## src/hw/rtl/pre_pkg.sv

```systemverilog
// Shared types and constants for the printable run extractor.
// Used by every module of the block but pre_ram; depends on nothing.
package pre_pkg;

    localparam int CNT_W     = 6;   // run length counts and threshold
    localparam int CFG_W     = 6;   // min_run_length register
    localparam int BYTE_W    = 8;
    localparam int CMD_DEPTH = 2;   // front-to-back command queue
    localparam int OUT_DEPTH = 4;   // result queue in the back end

    localparam logic [BYTE_W-1:0] NEWLINE_BYTE = 8'h0A;
    localparam logic [BYTE_W-1:0] PRINT_LO     = 8'h20;
    localparam logic [BYTE_W-1:0] PRINT_HI     = 8'h7E;

    // Register index, taken from paddr[2] (word address)
    localparam logic              IDX_MIN_RUN_LENGTH = 1'b0;
    localparam logic [CFG_W-1:0]  MIN_RUN_RESET      = 6'd2;

    // Work for the back end caused by one accepted byte
    typedef struct packed {
        logic [CNT_W-1:0]  flush_cnt;   // held bytes to replay first
        logic              has_byte;    // then the current byte
        logic [BYTE_W-1:0] data;
        logic              has_nl;      // then a closing newline
    } cmd_t;

    // Effective threshold: zero acts as one, saturate at max_thr
    function automatic logic [CNT_W-1:0] clamp_threshold(
        input logic [CFG_W-1:0] m,
        input logic [CNT_W-1:0] max_thr
    );
        logic [CNT_W-1:0] t;
        begin
            t = m;
            if (t == '0)
            begin
                t = CNT_W'(1);
            end
            if (t > max_thr)
            begin
                t = max_thr;
            end
            return t;
        end
    endfunction

endpackage

```

## src/hw/rtl/pre_ram.sv

```systemverilog
// Generic single-write, single-read RAM with registered read data.
// Standalone; no package dependency.
module pre_ram #(
    parameter int WIDTH = 8,
    parameter int DEPTH = 31
) (
    input  logic                     clk,
    input  logic                     we,
    input  logic [$clog2(DEPTH)-1:0] waddr,
    input  logic [WIDTH-1:0]         wdata,
    input  logic                     re,
    input  logic [$clog2(DEPTH)-1:0] raddr,
    output logic [WIDTH-1:0]         rdata
);

    logic [WIDTH-1:0] mem_reg [DEPTH];
    logic [WIDTH-1:0] rdata_reg;

    // Write port
    always_ff @(posedge clk)
    begin
        if (we)
        begin
            mem_reg[waddr] <= wdata;
        end
    end

    // Registered read port
    always_ff @(posedge clk)
    begin
        if (re)
        begin
            rdata_reg <= mem_reg[raddr];
        end
    end

    assign rdata = rdata_reg;

endmodule

```

## src/hw/rtl/pre_front.sv

```systemverilog
// Front end: accepts bytes, classifies them and tracks the run state.
// Holds short-run bytes in the pending store; depends on pre_pkg.
module pre_front #(
    parameter int MAX_RUN_THRESHOLD = 32,
    parameter int STORE_DEPTH       = 31
) (
    input  logic                             clk,
    input  logic                             rst_n,
    // input beats
    input  logic                             push,
    output logic                             full,
    input  logic [pre_pkg::BYTE_W-1:0]       data_byte,
    input  logic                             end_of_stream,
    // configuration
    input  logic [pre_pkg::CFG_W-1:0]        min_run_length,
    // command queue
    input  logic                             cmd_full,
    output logic                             cmd_push,
    output pre_pkg::cmd_t                    cmd,
    input  logic                             flush_done,
    // pending store write port
    output logic                             st_we,
    output logic [$clog2(STORE_DEPTH)-1:0]   st_waddr,
    output logic [pre_pkg::BYTE_W-1:0]       st_wdata
);

    localparam int ADDR_W = $clog2(STORE_DEPTH);

    logic [pre_pkg::CNT_W-1:0] run_count_reg, run_count_next;
    logic                      emitting_reg, emitting_next;
    logic                      flush_wait_reg, flush_wait_next;
    logic [pre_pkg::CNT_W-1:0] thr;
    logic                      printable;
    logic                      accept;

    assign thr       = pre_pkg::clamp_threshold(min_run_length,
                                                pre_pkg::CNT_W'(MAX_RUN_THRESHOLD));
    assign printable = (data_byte >= pre_pkg::PRINT_LO) && (data_byte <= pre_pkg::PRINT_HI);

    // Hold off while a flush still reads the store or the queue is full
    assign full   = cmd_full || flush_wait_reg;
    assign accept = push && !full;

    assign st_waddr = run_count_reg[ADDR_W-1:0];
    assign st_wdata = data_byte;

    // Classify the byte and build the back-end command
    always_comb
    begin
        run_count_next = run_count_reg;
        emitting_next  = emitting_reg;
        cmd            = '0;
        cmd.data       = data_byte;
        st_we          = 1'b0;
        if (accept)
        begin
            if (printable)
            begin
                if (emitting_reg)
                begin
                    cmd.has_byte = 1'b1;
                end
                else if (({1'b0, run_count_reg} + 7'd1) >= {1'b0, thr})
                begin
                    cmd.flush_cnt  = run_count_reg;
                    cmd.has_byte   = 1'b1;
                    run_count_next = '0;
                    emitting_next  = 1'b1;
                end
                else
                begin
                    st_we          = run_count_reg < pre_pkg::CNT_W'(STORE_DEPTH);
                    run_count_next = run_count_reg + pre_pkg::CNT_W'(1);
                end
            end
            else
            begin
                cmd.has_nl     = emitting_reg;
                emitting_next  = 1'b0;
                run_count_next = '0;
            end
            // stream end: close an open run, drop a short one
            if (end_of_stream)
            begin
                if (emitting_next)
                begin
                    cmd.has_nl = 1'b1;
                end
                emitting_next  = 1'b0;
                run_count_next = '0;
            end
        end
    end

    assign cmd_push = accept && (cmd.has_byte || cmd.has_nl);

    // Flush interlock
    always_comb
    begin
        flush_wait_next = flush_wait_reg;
        if (cmd_push && (cmd.flush_cnt != '0))
        begin
            flush_wait_next = 1'b1;
        end
        else if (flush_done)
        begin
            flush_wait_next = 1'b0;
        end
    end

    always_ff @(posedge clk or negedge rst_n)
    begin
        if (!rst_n)
        begin
            run_count_reg  <= '0;
            emitting_reg   <= 1'b0;
            flush_wait_reg <= 1'b0;
        end
        else
        begin
            run_count_reg  <= run_count_next;
            emitting_reg   <= emitting_next;
            flush_wait_reg <= flush_wait_next;
        end
    end

    // A held run never reaches the largest threshold
    a_count_bound: assert property (@(posedge clk) disable iff (!rst_n)
        run_count_reg < pre_pkg::CNT_W'(MAX_RUN_THRESHOLD))
        else $error("run count beyond threshold range");

    // Nothing is held while a run is being emitted
    a_emit_empty: assert property (@(posedge clk) disable iff (!rst_n)
        emitting_reg |-> (run_count_reg == '0))
        else $error("bytes held during emitted run");

    // Store is never written while a flush may still read it
    a_store_lock: assert property (@(posedge clk) disable iff (!rst_n)
        st_we |-> !flush_wait_reg)
        else $error("store write during flush");

endmodule

```

## src/hw/rtl/pre_cmd_queue.sv

```systemverilog
// Short command queue between the front and back ends.
// Carries pre_pkg::cmd_t; depends on pre_pkg.
module pre_cmd_queue #(
    parameter int DEPTH = 2
) (
    input  logic          clk,
    input  logic          rst_n,
    input  logic          push,
    input  pre_pkg::cmd_t cmd_in,
    output logic          full,
    input  logic          pop,
    output logic          empty,
    output pre_pkg::cmd_t cmd_out
);

    localparam int AW = (DEPTH > 1) ? $clog2(DEPTH) : 1;
    localparam int CW = $clog2(DEPTH + 1);

    pre_pkg::cmd_t   mem_reg [DEPTH];
    logic [AW-1:0]   wr_ptr_reg, rd_ptr_reg;
    logic [CW-1:0]   count_reg;
    logic            do_push, do_pop;

    assign full    = count_reg == CW'(DEPTH);
    assign empty   = count_reg == '0;
    assign do_push = push && !full;
    assign do_pop  = pop && !empty;
    assign cmd_out = mem_reg[rd_ptr_reg];

    // Entry storage
    always_ff @(posedge clk)
    begin
        if (do_push)
        begin
            mem_reg[wr_ptr_reg] <= cmd_in;
        end
    end

    // Pointers and fill level
    always_ff @(posedge clk or negedge rst_n)
    begin
        if (!rst_n)
        begin
            wr_ptr_reg <= '0;
            rd_ptr_reg <= '0;
            count_reg  <= '0;
        end
        else
        begin
            if (do_push)
            begin
                wr_ptr_reg <= (wr_ptr_reg == AW'(DEPTH - 1)) ? '0 : wr_ptr_reg + AW'(1);
            end
            if (do_pop)
            begin
                rd_ptr_reg <= (rd_ptr_reg == AW'(DEPTH - 1)) ? '0 : rd_ptr_reg + AW'(1);
            end
            if (do_push && !do_pop)
            begin
                count_reg <= count_reg + CW'(1);
            end
            else if (do_pop && !do_push)
            begin
                count_reg <= count_reg - CW'(1);
            end
        end
    end

endmodule

```

## src/hw/rtl/pre_back.sv

```systemverilog
// Back end: expands commands into result beats (held bytes, byte, newline).
// Reads the pending store and feeds the result queue; depends on pre_pkg.
module pre_back #(
    parameter int STORE_DEPTH = 31
) (
    input  logic                             clk,
    input  logic                             rst_n,
    // command queue
    input  logic                             cmd_empty,
    input  pre_pkg::cmd_t                    cmd,
    output logic                             cmd_pop,
    // pending store read port
    output logic                             st_re,
    output logic [$clog2(STORE_DEPTH)-1:0]   st_raddr,
    input  logic [pre_pkg::BYTE_W-1:0]       st_rdata,
    output logic                             flush_done,
    // result beats
    output logic                             empty,
    input  logic                             pop,
    output logic [pre_pkg::BYTE_W-1:0]       out_byte,
    output logic                             last_of_burst
);

    localparam int ADDR_W = $clog2(STORE_DEPTH);
    localparam int OQ_AW  = $clog2(pre_pkg::OUT_DEPTH);
    localparam int OQ_CW  = $clog2(pre_pkg::OUT_DEPTH + 1);

    // Current command
    logic [pre_pkg::CNT_W-1:0]  flush_left_reg, flush_left_next;
    logic [ADDR_W-1:0]          flush_idx_reg, flush_idx_next;
    logic                       has_byte_reg, has_byte_next;
    logic [pre_pkg::BYTE_W-1:0] byte_reg, byte_next;
    logic                       has_nl_reg, has_nl_next;
    // Read stage (aligned with store read latency)
    logic                       s1_valid_reg, s1_valid_next;
    logic                       s1_from_store_reg, s1_from_store_next;
    logic [pre_pkg::BYTE_W-1:0] s1_byte_reg, s1_byte_next;
    logic                       s1_last_reg, s1_last_next;
    // Result queue
    logic [pre_pkg::BYTE_W-1:0] oq_byte_reg [pre_pkg::OUT_DEPTH];
    logic                       oq_last_reg [pre_pkg::OUT_DEPTH];
    logic [OQ_AW-1:0]           oq_wr_reg, oq_rd_reg;
    logic [OQ_CW-1:0]           oq_count_reg;

    logic active, next_active, room, issue, oq_pop;

    assign active = (flush_left_reg != '0) || has_byte_reg || has_nl_reg;
    // Reserve a slot for the beat already in the read stage
    assign room   = ({1'b0, oq_count_reg} + {{OQ_CW{1'b0}}, s1_valid_reg})
                    < (OQ_CW + 1)'(pre_pkg::OUT_DEPTH);
    assign issue  = active && room;
    assign st_raddr = flush_idx_reg;

    // Sequencer: a beat per cycle if room; next command without a bubble
    always_comb
    begin
        flush_left_next    = flush_left_reg;
        flush_idx_next     = flush_idx_reg;
        has_byte_next      = has_byte_reg;
        byte_next          = byte_reg;
        has_nl_next        = has_nl_reg;
        s1_valid_next      = issue;
        s1_from_store_next = 1'b0;
        s1_byte_next       = byte_reg;
        s1_last_next       = 1'b0;
        st_re              = 1'b0;
        flush_done         = 1'b0;
        cmd_pop            = 1'b0;
        if (issue)
        begin
            if (flush_left_reg != '0)
            begin
                st_re              = 1'b1;
                s1_from_store_next = 1'b1;
                s1_last_next       = (flush_left_reg == pre_pkg::CNT_W'(1))
                                     && !has_byte_reg && !has_nl_reg;
                flush_done         = flush_left_reg == pre_pkg::CNT_W'(1);
                flush_left_next    = flush_left_reg - pre_pkg::CNT_W'(1);
                flush_idx_next     = flush_idx_reg + ADDR_W'(1);
            end
            else if (has_byte_reg)
            begin
                s1_last_next  = !has_nl_reg;
                has_byte_next = 1'b0;
            end
            else
            begin
                s1_byte_next = pre_pkg::NEWLINE_BYTE;
                s1_last_next = 1'b1;
                has_nl_next  = 1'b0;
            end
        end
        next_active = (flush_left_next != '0) || has_byte_next || has_nl_next;
        if (!next_active && !cmd_empty)
        begin
            cmd_pop         = 1'b1;
            flush_left_next = cmd.flush_cnt;
            flush_idx_next  = '0;
            has_byte_next   = cmd.has_byte;
            byte_next       = cmd.data;
            has_nl_next     = cmd.has_nl;
        end
    end

    always_ff @(posedge clk or negedge rst_n)
    begin
        if (!rst_n)
        begin
            flush_left_reg <= '0;
            has_byte_reg   <= 1'b0;
            has_nl_reg     <= 1'b0;
            s1_valid_reg   <= 1'b0;
        end
        else
        begin
            flush_left_reg <= flush_left_next;
            has_byte_reg   <= has_byte_next;
            has_nl_reg     <= has_nl_next;
            s1_valid_reg   <= s1_valid_next;
        end
    end

    // Payload registers
    always_ff @(posedge clk)
    begin
        flush_idx_reg     <= flush_idx_next;
        byte_reg          <= byte_next;
        s1_from_store_reg <= s1_from_store_next;
        s1_byte_reg       <= s1_byte_next;
        s1_last_reg       <= s1_last_next;
    end

    // Result queue storage
    always_ff @(posedge clk)
    begin
        if (s1_valid_reg)
        begin
            oq_byte_reg[oq_wr_reg] <= s1_from_store_reg ? st_rdata : s1_byte_reg;
            oq_last_reg[oq_wr_reg] <= s1_last_reg;
        end
    end

    assign oq_pop = pop && !empty;

    // Result queue pointers
    always_ff @(posedge clk or negedge rst_n)
    begin
        if (!rst_n)
        begin
            oq_wr_reg    <= '0;
            oq_rd_reg    <= '0;
            oq_count_reg <= '0;
        end
        else
        begin
            if (s1_valid_reg)
            begin
                oq_wr_reg <= (oq_wr_reg == OQ_AW'(pre_pkg::OUT_DEPTH - 1))
                             ? '0 : oq_wr_reg + OQ_AW'(1);
            end
            if (oq_pop)
            begin
                oq_rd_reg <= (oq_rd_reg == OQ_AW'(pre_pkg::OUT_DEPTH - 1))
                             ? '0 : oq_rd_reg + OQ_AW'(1);
            end
            if (s1_valid_reg && !oq_pop)
            begin
                oq_count_reg <= oq_count_reg + OQ_CW'(1);
            end
            else if (oq_pop && !s1_valid_reg)
            begin
                oq_count_reg <= oq_count_reg - OQ_CW'(1);
            end
        end
    end

    assign empty         = oq_count_reg == '0;
    assign out_byte      = oq_byte_reg[oq_rd_reg];
    assign last_of_burst = oq_last_reg[oq_rd_reg];

    // A store read always lands in the read stage
    a_read_align: assert property (@(posedge clk) disable iff (!rst_n)
        st_re |=> (s1_valid_reg && s1_from_store_reg))
        else $error("store read not captured");

    // Result queue never overflows
    a_oq_bound: assert property (@(posedge clk) disable iff (!rst_n)
        oq_count_reg <= OQ_CW'(pre_pkg::OUT_DEPTH))
        else $error("result queue overflow");

    // Flush completes only on a store read
    a_flush_done: assert property (@(posedge clk) disable iff (!rst_n)
        flush_done |-> st_re)
        else $error("flush done without store read");

endmodule

```

## src/hw/rtl/printable_run_extractor_core.sv

```systemverilog
// Top level of the printable run extractor: config register, front end,
// command queue, back end and pending store. Depends on pre_pkg.
//
// Scans a byte stream and passes on every run of printable bytes (0x20..0x7E)
// at least min_run_length long (0 acts as 1, values above MAX_RUN_THRESHOLD
// saturate), each run closed by 0x0A. Input is a queue-style push/full port,
// results leave through an empty/pop port with last_of_burst marking the
// final beat caused by one input byte. Bytes are accepted at one per cycle
// while full is low. The byte that lets a run reach the threshold replays
// the held bytes from the pending store, one store read per cycle while the
// result queue has room, and the input stalls until the last store read has
// issued. Results leave at up to one beat per cycle. Register 0
// (min_run_length, reset 2) sits at byte address 0 and should be written
// only while the block is idle.
module printable_run_extractor_core #(
    parameter int MAX_RUN_THRESHOLD = 32
) (
    input  logic        clk,
    input  logic        rst_n,
    // configuration
    input  logic        psel,
    input  logic        penable,
    input  logic        pwrite,
    input  logic [2:0]  paddr,
    input  logic [31:0] pwdata,
    output logic [31:0] prdata,
    output logic        pready,
    // input beats
    input  logic        push,
    output logic        full,
    input  logic [7:0]  data_byte,
    input  logic        end_of_stream,
    // result beats
    output logic        empty,
    input  logic        pop,
    output logic [7:0]  out_byte,
    output logic        last_of_burst
);

    localparam int STORE_DEPTH = (MAX_RUN_THRESHOLD > 2) ? MAX_RUN_THRESHOLD - 1 : 2;
    localparam int ADDR_W      = $clog2(STORE_DEPTH);

    logic [pre_pkg::CFG_W-1:0]  min_run_length_reg;
    logic                       cfg_hit;

    logic                       cmd_push, cmd_full, cmd_pop, cmd_empty;
    pre_pkg::cmd_t              cmd_in, cmd_head;
    logic                       flush_done;
    logic                       st_we, st_re;
    logic [ADDR_W-1:0]          st_waddr, st_raddr;
    logic [pre_pkg::BYTE_W-1:0] st_wdata, st_rdata;

    // Configuration register
    assign pready  = 1'b1;
    assign cfg_hit = paddr[2] == pre_pkg::IDX_MIN_RUN_LENGTH;

    always_ff @(posedge clk or negedge rst_n)
    begin
        if (!rst_n)
        begin
            min_run_length_reg <= pre_pkg::MIN_RUN_RESET;
        end
        else if (psel && penable && pwrite && pready && cfg_hit)
        begin
            min_run_length_reg <= pwdata[pre_pkg::CFG_W-1:0];
        end
    end

    assign prdata = cfg_hit ? {{(32 - pre_pkg::CFG_W){1'b0}}, min_run_length_reg} : '0;

    // Front end
    pre_front #(
        .MAX_RUN_THRESHOLD (MAX_RUN_THRESHOLD),
        .STORE_DEPTH       (STORE_DEPTH)
    ) u_front (
        .clk            (clk),
        .rst_n          (rst_n),
        .push           (push),
        .full           (full),
        .data_byte      (data_byte),
        .end_of_stream  (end_of_stream),
        .min_run_length (min_run_length_reg),
        .cmd_full       (cmd_full),
        .cmd_push       (cmd_push),
        .cmd            (cmd_in),
        .flush_done     (flush_done),
        .st_we          (st_we),
        .st_waddr       (st_waddr),
        .st_wdata       (st_wdata)
    );

    // Command queue
    pre_cmd_queue #(
        .DEPTH (pre_pkg::CMD_DEPTH)
    ) u_cmd_queue (
        .clk     (clk),
        .rst_n   (rst_n),
        .push    (cmd_push),
        .cmd_in  (cmd_in),
        .full    (cmd_full),
        .pop     (cmd_pop),
        .empty   (cmd_empty),
        .cmd_out (cmd_head)
    );

    // Pending store
    pre_ram #(
        .WIDTH (pre_pkg::BYTE_W),
        .DEPTH (STORE_DEPTH)
    ) u_store (
        .clk   (clk),
        .we    (st_we),
        .waddr (st_waddr),
        .wdata (st_wdata),
        .re    (st_re),
        .raddr (st_raddr),
        .rdata (st_rdata)
    );

    // Back end
    pre_back #(
        .STORE_DEPTH (STORE_DEPTH)
    ) u_back (
        .clk           (clk),
        .rst_n         (rst_n),
        .cmd_empty     (cmd_empty),
        .cmd           (cmd_head),
        .cmd_pop       (cmd_pop),
        .st_re         (st_re),
        .st_raddr      (st_raddr),
        .st_rdata      (st_rdata),
        .flush_done    (flush_done),
        .empty         (empty),
        .pop           (pop),
        .out_byte      (out_byte),
        .last_of_burst (last_of_burst)
    );

endmodule

```

## config.mk

```make
export PLATFORM = sky130hd
export DESIGN_NAME = printable_run_extractor_core
export DESIGN_NICKNAME = d
export VERILOG_FILES = /design/src/hw/rtl/pre_pkg.sv /design/src/hw/rtl/pre_ram.sv /design/src/hw/rtl/pre_front.sv /design/src/hw/rtl/pre_cmd_queue.sv /design/src/hw/rtl/pre_back.sv /design/src/hw/rtl/printable_run_extractor_core.sv
export SDC_FILE = /design/constraint.sdc
export NUM_CORES = 1
export LEC_CHECK = 0
export ABC_AREA = 1
export BUFFER_PORTS_ARGS = -buffer_cell sky130_fd_sc_hd__buf_2
export CAP_MARGIN = 40
export CELL_PAD_IN_SITES_DETAIL_PLACEMENT = 0
export CELL_PAD_IN_SITES_GLOBAL_PLACEMENT = 2
export CORE_MARGIN = 1.5
export CORE_UTILIZATION = 42
export DETAILED_ROUTE_END_ITERATION = 6
export PLACE_DENSITY_LB_ADDON = 0.1
export SKIP_CTS_REPAIR_TIMING = 1
export SYNTH_ARGS = -nofsm -noshare
export SYNTH_HDL_FRONTEND = slang
export SYNTH_SLANG_ARGS = --single-unit
```

## constraint.sdc

```tcl
create_clock -name clk -period 4 [get_ports clk]
set_clock_uncertainty 0.15 [all_clocks]
set_input_delay 0.6 -clock clk [delete_from_list [all_inputs] [get_ports clk]]
set_output_delay 0.6 -clock clk [all_outputs]
set_load 0.01 [all_outputs]
```

After elaboration in Yosys (flattened, before gate mapping)
Memories as Yosys holds them, arrays and structs flattened. A register that Yosys moved wholly into a read port is not among the register bits.
Index checks and enable logic that the tools add are counted.
{"block": "totals", "output_inout_bits": 44, "memories": 4, "ram_bits": 316, "reg_bits": 57, "inputBits": 51}
{"memory": "u_store.mem_reg", "words": 31, "width": 8, "read_ports": 1, "rd_clocked_by_memory_dff": 1, "write_ports": 1, "line": "pre_ram.sv:16", "rtl": "logic [WIDTH-1:0] mem_reg [DEPTH];"}
{"memory": "u_back.oq_byte_reg", "words": 4, "width": 8, "read_ports": 1, "rd_clocked_by_memory_dff": 0, "write_ports": 1, "line": "pre_back.sv:40", "rtl": "logic [pre_pkg::BYTE_W-1:0] oq_byte_reg [pre_pkg::OUT_DEPTH];"}
{"memory": "u_cmd_queue.mem_reg", "words": 2, "width": 16, "read_ports": 1, "rd_clocked_by_memory_dff": 0, "write_ports": 1, "line": "pre_cmd_queue.sv:19", "rtl": "pre_pkg::cmd_t mem_reg [DEPTH];"}
{"memory": "u_back.oq_last_reg", "words": 4, "width": 1, "read_ports": 1, "rd_clocked_by_memory_dff": 0, "write_ports": 1, "line": "pre_back.sv:41", "rtl": "logic oq_last_reg [pre_pkg::OUT_DEPTH];"}
{"block": "op_classes", "n_lt_le_gt_ge": 6, "bitwise_logic": 1, "addsub": 13, "eq_ne": 5, "n_reduce_logical": 46, "n_mux": 62}
{"op": "2-to-1 mux 6 bit", "count": 11}
{"op": "2-to-1 mux 1 bit", "count": 38}
{"op": "2-to-1 mux 8 bit", "count": 4}
{"op": "2-to-1 mux 7 bit", "count": 3}
{"op": "logical AND 1 bit", "count": 18}
{"op": "nonzero test 6 bit", "count": 3}
{"op": "zero test 1 bit", "count": 11}
{"op": "greater-or-equal comparator 8 x 6 -> 1 bit, second input constant", "count": 1}
{"op": "less-or-equal comparator 8 x 7 -> 1 bit, second input constant", "count": 1}
{"op": "2-to-1 mux 2 bit", "count": 4}
{"op": "adder 6 x 1 -> 7 bit, second input constant", "count": 1}
{"op": "greater-or-equal comparator 7 x 6 -> 1 bit", "count": 1}
{"op": "adder 2 x 1 -> 2 bit, second input constant", "count": 3}
{"op": "adder 6 x 1 -> 6 bit, second input constant", "count": 1}
{"op": "equality test 2 bit, second input constant", "count": 3}
{"op": "equality test 6 x 1 -> 1 bit, second input constant", "count": 1}
{"op": "greater-than comparator 6 bit, second input constant", "count": 1}
{"op": "zero test 6 bit", "count": 1}
{"op": "logical OR 1 bit", "count": 6}
{"op": "less-than comparator 6 x 5 -> 1 bit, second input constant", "count": 1}
{"op": "2-to-1 mux 3 bit", "count": 2}
{"op": "nonzero test 2 bit", "count": 3}
{"op": "subtractor 6 x 1 -> 6 bit, second input constant", "count": 1}
{"op": "adder 5 x 1 -> 5 bit, second input constant", "count": 1}
{"op": "other kinds (11)", "count": 13}

Depth between registers and ports, before layout
{"block": "logic_depth", "word_depth": 19, "depth_mapped": 17, "mapped_depth_nobuf": 17}

Hierarchy
Synthesis repeated with hierarchy kept, for this count alone.
{"block": "hier_totals", "hier_cells": 1545, "area_unflattened_um2": 16669.7}
{"module": "pre_ram", "area_each_um2": 10361.2, "n_inst": 1, "cells_each": 883}
{"module": "pre_back", "area_each_um2": 3373.2, "n_inst": 1, "cells_each": 327}
{"module": "pre_cmd_queue", "area_each_um2": 1402.6, "n_inst": 1, "cells_each": 115}
{"module": "pre_front", "area_each_um2": 1017.2, "n_inst": 1, "cells_each": 150}
{"module": "printable_run_extractor_core", "area_each_um2": 515.5, "n_inst": 1, "cells_each": 70}

Worst setup path before layout
OpenSTA, ideal clock, no wires.
{"block": "synth_path", "path_type": "reg2reg", "startpoint": "reg u_front.run_count_reg[3] (netlist name)", "endpoint": "mem u_cmd_queue.mem_reg[1][0] (netlist name) (enable)", "t_required_ns": 3.460, "path_stages_with_launch": 15, "slack_ns": 0.879, "path_buffers": 0, "t_arrival_ns": 2.581, "setup_time_ns": 0.390, "cell_sequence": "dfrtp_1 nand2_1 inv_1 nand2_1 nor3_1 xor2_1 inv_1 ha_1 and3_1 nand2_1 nand3_1 nand2_1 nand2_1 inv_1 nor2_1"}
{"block": "synth_via", "elab_chain_len": 14, "elab_cells_between_ends": 18, "cone_classes": "add/sub (1); order compare (1); mux (13); reduce/logical (3)"}
{"item": "start, declared", "line": "pre_front.sv:29", "rtl": "logic [pre_pkg::CNT_W-1:0] run_count_reg, run_count_next;"}
{"item": "start signal, assigned", "line": "pre_front.sv:121", "rtl": "run_count_reg <= run_count_next;"}
{"item": "adder 6 x 1 -> 7 bit (*)", "line": "pre_front.sv:63", "rtl": "else if (({1'b0, run_count_reg} + 7'd1) >= {1'b0, thr})"}
{"item": "greater-or-equal comparator 7 x 6 -> 1 bit (*)", "line": "pre_front.sv:63"}
{"item": "2-to-1 mux 1 bit", "line": "pre_front.sv:63"}
{"item": "2-to-1 mux 1 bit", "line": "pre_front.sv:59", "rtl": "if (emitting_reg)"}
{"item": "2-to-1 mux 1 bit", "line": "pre_front.sv:57", "rtl": "if (printable)"}
{"item": "2-to-1 mux 1 bit", "line": "pre_front.sv:55", "rtl": "if (accept)"}
{"item": "2-to-1 mux 1 bit", "line": "pre_front.sv:85", "rtl": "if (emitting_next)"}
{"item": "2-to-1 mux 1 bit", "line": "pre_front.sv:83", "rtl": "if (end_of_stream)"}
{"item": "2-to-1 mux 1 bit", "line": "pre_front.sv:55"}
{"item": "logical OR 1 bit (*)", "line": "pre_front.sv:95", "rtl": "assign cmd_push = accept && (cmd.has_byte || cmd.has_nl);"}
{"item": "logical AND 1 bit (*)", "line": "pre_front.sv:95"}
{"item": "logical AND 1 bit (*)", "line": "pre_cmd_queue.sv:26", "rtl": "assign do_push = push && !full;"}
{"item": "via u_cmd_queue.do_push", "line": "pre_cmd_queue.sv:22", "rtl": "logic do_push, do_pop;"}
{"item": "2-to-1 mux 1 bit (*)", "line": "pre_cmd_queue.sv:33", "rtl": "if (do_push)"}
{"item": "2-to-1 mux 1 bit (not written as such) (*)", "line": "pre_cmd_queue.sv:35", "rtl": "mem_reg[wr_ptr_reg] <= cmd_in;"}
{"item": "end, declared", "line": "pre_cmd_queue.sv:19"}
Mark *: on every way through the listed nets, which the timed path passes. The rest lies on a longest branch. The select of a mux whose other input is x is not followed.

Worst setup path in the final report
{"block": "layout_path", "startpoint": "reg u_front.run_count_reg[4] (netlist name)", "endpoint": "mem u_store.mem_reg[34][7] (netlist: u_store.mem_reg[17][7]) (enable)"}
{"block": "layout_via", "elab_chain_len": 8, "elab_cells_between_ends": 9, "cone_classes": "add/sub (1); order compare (2); mux (6)"}
{"item": "adder 6 x 1 -> 7 bit", "line": "pre_front.sv:63"}
{"item": "greater-or-equal comparator 7 x 6 -> 1 bit", "line": "pre_front.sv:63"}
{"item": "2-to-1 mux 1 bit", "line": "pre_front.sv:63"}
{"item": "2-to-1 mux 1 bit", "line": "pre_front.sv:59"}
{"item": "2-to-1 mux 1 bit", "line": "pre_front.sv:57"}
{"item": "2-to-1 mux 1 bit", "line": "pre_front.sv:55"}
{"item": "2-to-1 mux 1 bit", "line": "pre_ram.sv:22", "rtl": "if (we)"}
{"item": "2-to-1 mux 1 bit (not written as such)", "line": "pre_ram.sv:24", "rtl": "mem_reg[waddr] <= wdata;"}
{"item": "end, declared", "line": "pre_ram.sv:16"}
Parallel ways exist; a longest one is shown, timed or not.

==> run metrics <==
top cell type's share of synthesized area 0.623; # rows 71; clock share of power 0.288; Clock Path Buffers 3; Util after Layout 0.487; #FFs+latches synth 381; main combinational cell family by area after synthesis simple AND/OR/NAND/NOR gates; mux share of post-synthesis cell area 0.00633; worst reg2reg setup slack 0.53 ns; Die Y-Extent 198 um; Final Hold Viols 0; Worst R2R Path Depth 16; Reg power frac 0.408; Post-Synth Adder-Cell Area 0.0169; hold crit path type input port to register; total wire length 38200 um; DIE AREA 39300 um^2; top cells by area, synth edfxtp_1, dfrtp_1, nor2_1, o21ai_0, nand2_1; Synth area leader edfxtp_1; mapped cell area 16000 um^2; clock slew at reported path FFs 0.06 ns; gr ovfl total 0; clock buffer count from CTS 43; CTS sink count 381; Synth Area in XOR/XNOR 0.00492; Switching Fraction 0.360; worst skew pair latency 0.54 ns; status finished clean; CTS HTree Levels 2; final period utilization 0.867; Largest register FFs 248; HPWL Detailed 24400 um; Filler Cell Count 3442; DR pass1 iterations 5; layout cells sized above 1 0.140; Post-synth EDFFs 332; WP data required 4.10 ns; Tightest Pin Transition 0.915 ns; Antenna Violating Nets Remaining 0; Nets 1520; worst r2r src u_front.run_count_reg[4]; f_max 0.288 GHz; TNS Setup 0 ns; total net switching power 4.65 mW; startpoint types register; Internal 8.28 mW; maximum net fanout on the critical path 8; DR vias/cell 5.03; core area 37600 um^2; Hold Path Origin pwdata[1]; hold path cells 3; WHS Endpoint min_run_length_reg[1]; FF-to-FF End u_store.mem_reg[17][7]; DRC 0; Power Dens Cells 706 nW/um^2; sequential share of the synthesized area 0.695; MaxCap Viol Count 0; predominant post-synthesis flop cell edfxtp_1; final setup vio count 0; Synth Area in Compound Gates 0.0941; Vias 10000; Setup CP Type register to register; die extent in x 198 um; Starting Density 0.426; Pleak 6.83 nW; CTS tree built; P&R area growth vs syn 14.4%; asr flop ratio synth 0.0892; Cells after Synth 1364; Iteration-0 DRC Markers 655; GPL Wtd Cong 0.769; Synth cell types 45; Yosys warning total 0; root buf cell clkbuf_16; Avg Synthesized Cell Area 11.7 um^2; max-slew violations 0; Worst Setup End Kind register; final worst path period need 3.47 ns; multi-input logic area 4190 um^2; Post-Synth Simple-Gate Area 0.133; Rel. slew slack 0.390; CP arrival 3.57 ns; number of port buffers 39; largest net degree at the start of global routing 89; first-pass GRT wire length 58900 um; Storage cell area 11100 um^2; VDD IR-drop max 0.371 mV; Routed wire per std cell 19.2 um; initial antenna violation count 0; Combinational Power Share 0.304; vias in the first global route 10000; antenna fix cells 0; GRT Total Usage 0.201; RSZ-0062 raised after global routing false; # IOs 95
-- critical path, cell delays in order (launching register included) --
cell and delay (ns):
dfrtp_1 0.44, nand2_1 0.10, inv_1 0.09, nand2_1 0.12, nor3_1 0.24, xor2_1 0.24
inv_1 0.07, ha_1 0.30, inv_1 0.06, nor2_1 0.04, nor3b_1 0.23, nand3_1 0.19
nor2_1 0.27, nand2_1 0.09, buf_4 0.21, nor2_1 0.15, buf_4 0.18
-- area by class of cell --
class                           count  share of cell area
Clock inverter                     22             0.00841
Inverter                           90              0.0185
Clock buffer                       56              0.0649
Multi-Input combinational cell    832               0.229
Tap cell                          511              0.0349
Sequential cell                   381               0.608
Timing Repair Buffer              100              0.0365
-- logic make-up after synthesis --
family / after synthesis
AO/OA/AOI/OAI: 261
XOR/XNOR: 9
adder cells (fa/ha/maj): 21
buffers and inverters: 176
flip-flops: 381
multiplexers: 9
other: 2
AND/OR/NAND/NOR: 505
-- stage by stage --
| stage | cell area [um^2] | std cells | hold WS, ns | setup slack, ns | power [mW] |
|---|---|---|---|---|---|
| after floorplan | 16100 | 1389 | 0.154 | 0.879 | 7.93 |
| after global routing | 18300 | 1992 | 0.144 | 0.0314 | 13.8 |
| after detailed placement | 17000 | 1913 | 0.261 | 0.516 | 9.33 |
| after CTS | 18300 | 1991 | -0.311 | 0.475 | 13.1 |
| after global placement | 16900 | 1911 | 0.262 | 0.531 | 9.30 |
| final | 18300 | 1992 | 0.139 | 0.531 | 12.9 |
-- metal layers --
metal  track usage  wire length, um  vias up
met5             0                0        -
met4        0.0577              812        0
met3        0.0284             1400       50
met2         0.329            18100      172
met1         0.279            17900     4888
li1              -                -     4915
-- how the worst max path moves through the flow --
stage,from,cells past startpoint,end
floorplan,u_front.run_count_reg[3],14,u_cmd_queue.mem_reg[1][0]
global placement,u_front.run_count_reg[3],16,u_store.mem_reg[17][1]
detailed placement,u_front.run_count_reg[3],16,u_store.mem_reg[20][0]
CTS,u_front.run_count_reg[3],16,u_store.mem_reg[17][1]
global route,u_front.run_count_reg[3],16,u_store.mem_reg[18][6]
finish,u_front.run_count_reg[4],16,u_store.mem_reg[17][7]
-- placed cells by master (no fill, tap or decap), types with 12 or more instances in the layout --
cell / instances
conb_1: 27
nand3_1: 45
a21oi_1: 19
dfxtp_1: 13
ha_1: 20
nand2_2: 12
edfxtp_1: 332
inv_1: 83
clkbuf_16: 45
buf_2: 39
o22ai_1: 47
nand2_1: 192
dfrtp_1: 33
buf_4: 59
nor2_1: 218
o21ai_0: 148
o211ai_1: 21
o221ai_1: 13
-- Yosys cell counts (3+ instances only) --
library cell,number
a21oi_2,4
clkbuf_1,51
o221ai_1,13
xor2_1,7
nor2_1,218
nand4_1,10
nor3_1,10
buf_2,6
o211ai_1,21
nor2_2,5
mux2_2,9
o2111ai_1,3
nand2_1,192
buf_4,27
inv_1,84
nand2_2,12
dfrtp_1,33
ha_1,20
a21oi_1,19
o22ai_1,47
o21ai_0,148
nand3_1,45
edfxtp_1,332
inv_2,4
nor2_4,4
dfxtp_1,15
-- power groups by stage --
stage	clock [mW]	combinational, mW	sequential [mW]
2_1_floorplan	0	2.85	5.08
3_5_place_dp	0	3.97	5.36
3_3_place_gp	0	3.95	5.35
5_1_grt	3.97	4.44	5.34
6_report	3.73	3.93	5.27
4_1_cts	3.82	3.99	5.28
No activity file was read; power rests on OpenSTA's default activity.
